File: config.mk
export PLATFORM = sky130hd
export DESIGN_NAME = lfcr_serializer
export DESIGN_NICKNAME = d
export VERILOG_FILES = /design/src/design/lfcr_pkg.sv /design/src/design/lfcr_serializer.sv
export SDC_FILE = /design/constraint.sdc
export NUM_CORES = 1
export LEC_CHECK = 0
export CORE_UTILIZATION = 43
export DETAILED_ROUTE_END_ITERATION = 10
export DONT_BUFFER_PORTS = 1
export SLEW_MARGIN = 20
export SYNTH_ARGS = -nofsm -noshare
export SYNTH_HDL_FRONTEND = slang
export SYNTH_SLANG_ARGS = --single-unit
export TNS_END_PERCENT = 30
File: constraint.sdc
create_clock -name clk_i -period 4.1 [get_ports clk_i]
set_input_delay 0.205 -clock clk_i [delete_from_list [all_inputs] [get_ports clk_i]]
set_output_delay 0.205 -clock clk_i [all_outputs]
set_load 0.02 [all_outputs]
File: src/design/lfcr_pkg.sv
// Shared types, constants and the 5x7 font ROM for the LCD character renderer.
package lfcr_pkg;

  localparam int unsigned GlyphCols = 5;
  localparam int unsigned GlyphIdxW = 7;

  localparam logic [7:0] FirstCode   = 8'h20;
  localparam logic [7:0] LastCode    = 8'h7A;
  localparam logic [7:0] CheckerCode = 8'h5C;
  localparam logic [7:0] CmdColumn   = 8'h80;
  localparam logic [7:0] CmdRow      = 8'h40;

  typedef logic [0:GlyphCols-1][7:0] glyph_t;

  // One character, glyph fetched, ready for shifting out
  typedef struct packed {
    glyph_t     glyph;
    logic       start;
    logic [7:0] col_pos;
    logic [2:0] row;
    logic       inv;
    logic       big_en;
    logic       upper;
  } lfcr_item_t;

  // Columns listed left to right; entry n is code 0x20 + n
  function automatic glyph_t glyph_rom(input logic [GlyphIdxW-1:0] idx);
    glyph_t g;
    unique case (idx)
      7'd0:  g = 40'h0000000000;
      7'd1:  g = 40'h00002f0000;
      7'd2:  g = 40'h0007000700;
      7'd3:  g = 40'h147f147f14;
      7'd4:  g = 40'h242a7f2a12;
      7'd5:  g = 40'hc4c8102646;
      7'd6:  g = 40'h3649552250;
      7'd7:  g = 40'h0005030000;
      7'd8:  g = 40'h001c224100;
      7'd9:  g = 40'h0041221c00;
      7'd10: g = 40'h14083e0814;
      7'd11: g = 40'h08083e0808;
      7'd12: g = 40'h0000503000;
      7'd13: g = 40'h1010101010;
      7'd14: g = 40'h0060600000;
      7'd15: g = 40'h2010080402;
      7'd16: g = 40'h3e5149453e;
      7'd17: g = 40'h00427f4000;
      7'd18: g = 40'h4261514946;
      7'd19: g = 40'h2141454b31;
      7'd20: g = 40'h1814127f10;
      7'd21: g = 40'h2745454539;
      7'd22: g = 40'h3c4a494930;
      7'd23: g = 40'h0171090503;
      7'd24: g = 40'h3649494936;
      7'd25: g = 40'h064949291e;
      7'd26: g = 40'h0036360000;
      7'd27: g = 40'h0056360000;
      7'd28: g = 40'h0814224100;
      7'd29: g = 40'h1414141414;
      7'd30: g = 40'h0041221408;
      7'd31: g = 40'h0201510906;
      7'd32: g = 40'h324959513e;
      7'd33: g = 40'h7e1111117e;
      7'd34: g = 40'h7f49494936;
      7'd35: g = 40'h3e41414122;
      7'd36: g = 40'h7f4141221c;
      7'd37: g = 40'h7f49494941;
      7'd38: g = 40'h7f09090901;
      7'd39: g = 40'h3e4149497a;
      7'd40: g = 40'h7f0808087f;
      7'd41: g = 40'h00417f4100;
      7'd42: g = 40'h2040413f01;
      7'd43: g = 40'h7f08142241;
      7'd44: g = 40'h7f40404040;
      7'd45: g = 40'h7f020c027f;
      7'd46: g = 40'h7f0408107f;
      7'd47: g = 40'h3e4141413e;
      7'd48: g = 40'h7f09090906;
      7'd49: g = 40'h3e4151215e;
      7'd50: g = 40'h7f09192946;
      7'd51: g = 40'h4649494931;
      7'd52: g = 40'h01017f0101;
      7'd53: g = 40'h3f4040403f;
      7'd54: g = 40'h1f2040201f;
      7'd55: g = 40'h3f4038403f;
      7'd56: g = 40'h6314081463;
      7'd57: g = 40'h0708700807;
      7'd58: g = 40'h6151494543;
      7'd59: g = 40'h007f414100;
      7'd60: g = 40'h552a552a55;
      7'd61: g = 40'h0041417f00;
      7'd62: g = 40'h0402010204;
      7'd63: g = 40'h4040404040;
      7'd64: g = 40'h0001020400;
      7'd65: g = 40'h2054545478;
      7'd66: g = 40'h7f48444438;
      7'd67: g = 40'h3844444420;
      7'd68: g = 40'h384444487f;
      7'd69: g = 40'h3854545418;
      7'd70: g = 40'h087e090102;
      7'd71: g = 40'h0c5252523e;
      7'd72: g = 40'h7f08040478;
      7'd73: g = 40'h00447d4000;
      7'd74: g = 40'h2040443d00;
      7'd75: g = 40'h7f10284400;
      7'd76: g = 40'h00417f4000;
      7'd77: g = 40'h7c04180478;
      7'd78: g = 40'h7c08040478;
      7'd79: g = 40'h3844444438;
      7'd80: g = 40'h7c14141408;
      7'd81: g = 40'h081414187c;
      7'd82: g = 40'h7c08040408;
      7'd83: g = 40'h4854545420;
      7'd84: g = 40'h043f444020;
      7'd85: g = 40'h3c4040207c;
      7'd86: g = 40'h1c2040201c;
      7'd87: g = 40'h3c4030403c;
      7'd88: g = 40'h4428102844;
      7'd89: g = 40'h0c5050503c;
      7'd90: g = 40'h4464544c44;
      default: g = '0;
    endcase
    return g;
  endfunction

endpackage

File: src/design/lfcr_serializer.sv
// Output stage: shifts one rendered character out as command and data bytes.
module lfcr_serializer (
  input  logic                clk_i,
  input  logic                rst_ni,
  input  logic                in_valid_i,
  output logic                in_ready_o,
  input  lfcr_pkg::lfcr_item_t in_item_i,
  output logic                out_valid_o,
  input  logic                out_ready_i,
  output logic [7:0]          out_byte_o,
  output logic                out_cmd_o,
  output logic                out_last_o
);
  import lfcr_pkg::*;

  localparam logic [3:0] SlotColumn = 4'd0;
  localparam logic [3:0] SlotRow    = 4'd1;
  localparam logic [3:0] SlotData   = 4'd2;
  localparam logic [3:0] EndNormal  = 4'd7;
  localparam logic [3:0] EndBig     = 4'd13;

  function automatic logic [7:0] widen(input logic [3:0] nib);
    return {{2{nib[3]}}, {2{nib[2]}}, {2{nib[1]}}, {2{nib[0]}}};
  endfunction

  logic       busy_q, busy_d;
  logic [3:0] slot_q, slot_d;
  lfcr_item_t item_q;

  logic       load, xfer, last;
  logic [3:0] dslot;
  logic [2:0] colsel;
  logic [7:0] raw, pix;

  assign last        = (slot_q == (item_q.big_en ? EndBig : EndNormal));
  assign xfer        = busy_q && out_ready_i;
  assign in_ready_o  = !busy_q || (out_ready_i && last);
  assign load        = in_valid_i && in_ready_o;
  assign out_valid_o = busy_q;
  assign out_last_o  = last;

  always_comb begin
    busy_d = busy_q;
    slot_d = slot_q;
    if (load) begin
      busy_d = 1'b1;
      slot_d = in_item_i.start ? SlotColumn : SlotData;
    end else if (xfer) begin
      if (last) begin
        busy_d = 1'b0;
      end
      slot_d = slot_q + 4'd1;
    end
  end

  // Big mode sends each column twice, so two slots share one column
  always_comb begin
    dslot  = slot_q - SlotData;
    colsel = item_q.big_en ? dslot[3:1] : dslot[2:0];
    raw    = (colsel < 3'(GlyphCols)) ? item_q.glyph[colsel] : 8'h00;
    pix    = item_q.big_en ? widen(item_q.upper ? raw[3:0] : raw[7:4]) : raw;
    out_cmd_o = 1'b0;
    if (slot_q == SlotColumn) begin
      out_byte_o = CmdColumn | item_q.col_pos;
      out_cmd_o  = 1'b1;
    end else if (slot_q == SlotRow) begin
      out_byte_o = CmdRow | {5'd0, item_q.row};
      out_cmd_o  = 1'b1;
    end else begin
      out_byte_o = pix ^ {8{item_q.inv}};
    end
  end

  always_ff @(posedge clk_i or negedge rst_ni) begin
    if (!rst_ni) begin
      busy_q <= 1'b0;
      slot_q <= SlotColumn;
    end else begin
      busy_q <= busy_d;
      slot_q <= slot_d;
    end
  end

  always_ff @(posedge clk_i) begin
    if (load) begin
      item_q <= in_item_i;
    end
  end

endmodule

==> metrics <==
Core Region 0.00649 mm2; Max Clk Rate 298 MHz; H-tree depth 3; critical path peak fanout 20; EDFF count, synth 53; Synth Area in Adders 2.12%; post-layout util 58.5%; DR iter-0 viols 83; Yosys Warn Count 0; Post-CTS Resized 0; relative slew slack 36.6%; drc violations 8; max-slew violations 0; post-synthesis mux area share 14.5%; Setup crit start kind register; Sw Ratio 36.9%; RSZ-0062 raised after global routing no; diode count 0; leak pwr 1.40 nW; Final setup viols 0; Root Buffer clkbuf_8; clock power share 22.9%; worst endpoint required time 3890 ps; Psw 873 uW; CP endpoint kind primary output; Post-Synth XOR/XNOR Area 2.96%; Post-Route WL 6560 um; Worst-path clk slew 60 ps; largest family of logic cells by synthesized area multiplexers; status finished, violations left; Synth Instances 217; Final HPWL DP 4270 um; clk_skew 7.57 ps; number of global-route vias before repair 2139; TNS Setup 0 ps; WS Path Type reg -> out; Least-Margin Pin Slew 951 ps; DR vias 2015; GR Overflow Total 0; pre-CTS worst setup slack 1120 ps; Primary FF master, synth edfxtp_1; final hold violation count 0; die area 0.00721 mm2; logic gate share of total power 45.0%; Fill cells 542; initial antenna violation count 0; clk buf depth 2; WL/cell 18.3 um; Hold WC Path Type in -> reg; Peak supply drop 0.272 mV; Detail Route Antenna Nets 0; register bit total from synthesis 58; worst path arrival time 3150 ps; port bufs 0; Final nets 342; Netlist cell types 40; ratio of cells with drive above 1 in the final layout 10.3%; Seq/Total Area, Yosys 58.1%; die height 84.9 um; later-pin clock latency in the skew report 330 ps; first-pass iteration count of the detailed router 8; Compound-Gate Fraction of Synth Area 10.0%; initial core utilization 45.5%; minimum clock period after layout 3350 ps; post-route cell area 0.00380 mm2; global-route wire length before repair 10500 um; post-synthesis async set-or-reset flop share 8.62%; Synth Cell Area 0.00295 mm2; Pint 1.49 mW; period utilization 81.8%; PD cells 623 mW/mm2; Layout area overhead 28.6%; failing checks DRC; clock net sink count 58; Syn Area/Cell 13.6 um2; GPL Wtd Cong 0.794; Tot GR Track Use 19.6%; dpl cell area 0.00305 mm2; drt via density 5.61; # IOs 71; syn nets 281; CTS tree done; Die X 84.9 um; MaxCap Viol Count 0; largest net degree at the start of global routing 34; setup ws final 746 ps; Flop pwr share 32.1%; Simple-Gate Fraction of Synth Area 8.98%; standard-cell rows 29; number of clock buffers inserted by TritonCTS 9
## cells in the mapped netlist, types with 3 or more instances
cell type | count | area share (%)
nor3_1 | 4 | 0.68
mux4_2 | 6 | 4.6
nand2_1 | 8 | 1.0
nor2b_1 | 3 | 0.64
inv_1 | 8 | 1.0
buf_2 | 6 | 1.0
edfxtp_1 | 53 | 54
and2_1 | 4 | 0.85
a22oi_1 | 8 | 2.0
or3_1 | 3 | 0.64
ha_1 | 5 | 2.1
xor2_1 | 3 | 0.89
clkbuf_1 | 4 | 0.51
a32oi_1 | 7 | 2.1
nand3_1 | 7 | 1.2
nor2_1 | 13 | 1.7
a221o_1 | 4 | 1.4
o21ai_0 | 5 | 0.85
o22ai_1 | 4 | 0.85
xnor2_1 | 7 | 2.1
dfrtp_1 | 5 | 4.2
mux2i_1 | 27 | 9.1
## cell families after synthesis
group,Yosys count
simple gates,51
compound gates,38
flops,58
fa+ha+maj,5
mux,35
buf+inv,20
xor+xnor,10
## placed cells by master (no fill, tap or decap), types with 2 or more instances in the layout
cell and n:
edfxtp_1 53, ha_1 5, xor2_1 3, nor4_1 2, dfrtp_1 5, mux2_2 2
nand2_1 8, mux2i_1 27, mux4_2 6, clkinv_1 2, dlygate4sd3_1 55, bufinv_16 2
o21ai_0 5, nand3_1 7, clkbuf_1 2, inv_1 8, a22oi_1 8, nand2b_1 2
and2_2 2, xnor2_1 7, a211oi_1 2, or3_1 3, nor2_1 13, buf_4 6
a32oi_1 7, clkbuf_8 9, nor2b_1 3, o22ai_1 4, a221o_1 4, nor3_1 4
and2_1 3
## per-layer routing
layer	wire (um)	part of all wire [%]	GRT usage (%)	up-vias
met4	22	0.34	6.01	0
met2	3240	49	31.3	75
met1	2860	44	25.1	963
met5	0	0	0	-
met3	437	6.7	7.10	2
li1	-	-	-	975
## flip-flops by register name, indices dropped and copies added (netlist names)
register / flops
item_q: 53
slot_q: 4
out_valid_o: 1
## repair_timing
item | CTS | global route
hold buffers | 55 | 0
setup buffers | 0 | 0
hold endpoints to repair | 59 | 0
## power by group through the flow
stage / logic (mW) / registers, mW / clock network, mW
global placement: 1.01 / 0.772 / 0
CTS: 1.06 / 0.760 / 0.559
detailed placement: 1.02 / 0.772 / 0
floorplan: 0.833 / 0.736 / 0
global route: 1.16 / 0.770 / 0.586
finish: 1.06 / 0.760 / 0.542
## worst paths after layout
kind	startpoint	end	slack, ps	cells past startpoint
setup / recovery	slot_q[0]	out_byte_o[4]	750	6
hold / removal	out_ready_i	slot_q[0]	30	2
setup reg to reg	slot_q[0]	slot_q[1]	1310	6
hold reg to reg	out_valid_o	slot_q[0]	710	2
max in group asynchronous	rst_ni	slot_q[2]	3720	1
min in group asynchronous	rst_ni	slot_q[3]	180	1
## worst max-delay path, stage by stage (launching register included)
cell	delay, ps
dfrtp_1	960
mux4_2	590
nor2b_1	150
a221o_1	300
o32ai_1	210
mux2i_1	330
a221o_1	270
## through the flow
step | power, mW | cells | hold WS [ps]
detailed placement | 1.79 | 289 | -90.4
floorplan | 1.57 | 217 | -90.6
finish | 2.37 | 359 | 30.2
global placement | 1.78 | 289 | -90.5
CTS | 2.38 | 359 | 11.2
global route | 2.51 | 359 | 21.4
## cell type report
cell class | count | area, um2 | share of cell area, %
Clock inverter | 4 | 67.6 | 1.78
Sequential cell | 58 | 1720 | 45.2
Multi-Input combinational cell | 139 | 1140 | 30.0
Inverter | 8 | 30.0 | 0.791
Clock buffer | 11 | 131 | 3.46
Tap cell | 77 | 96.3 | 2.54
Timing Repair Buffer | 62 | 616 | 16.2
No activity file was read; power rests on OpenSTA's default activity.
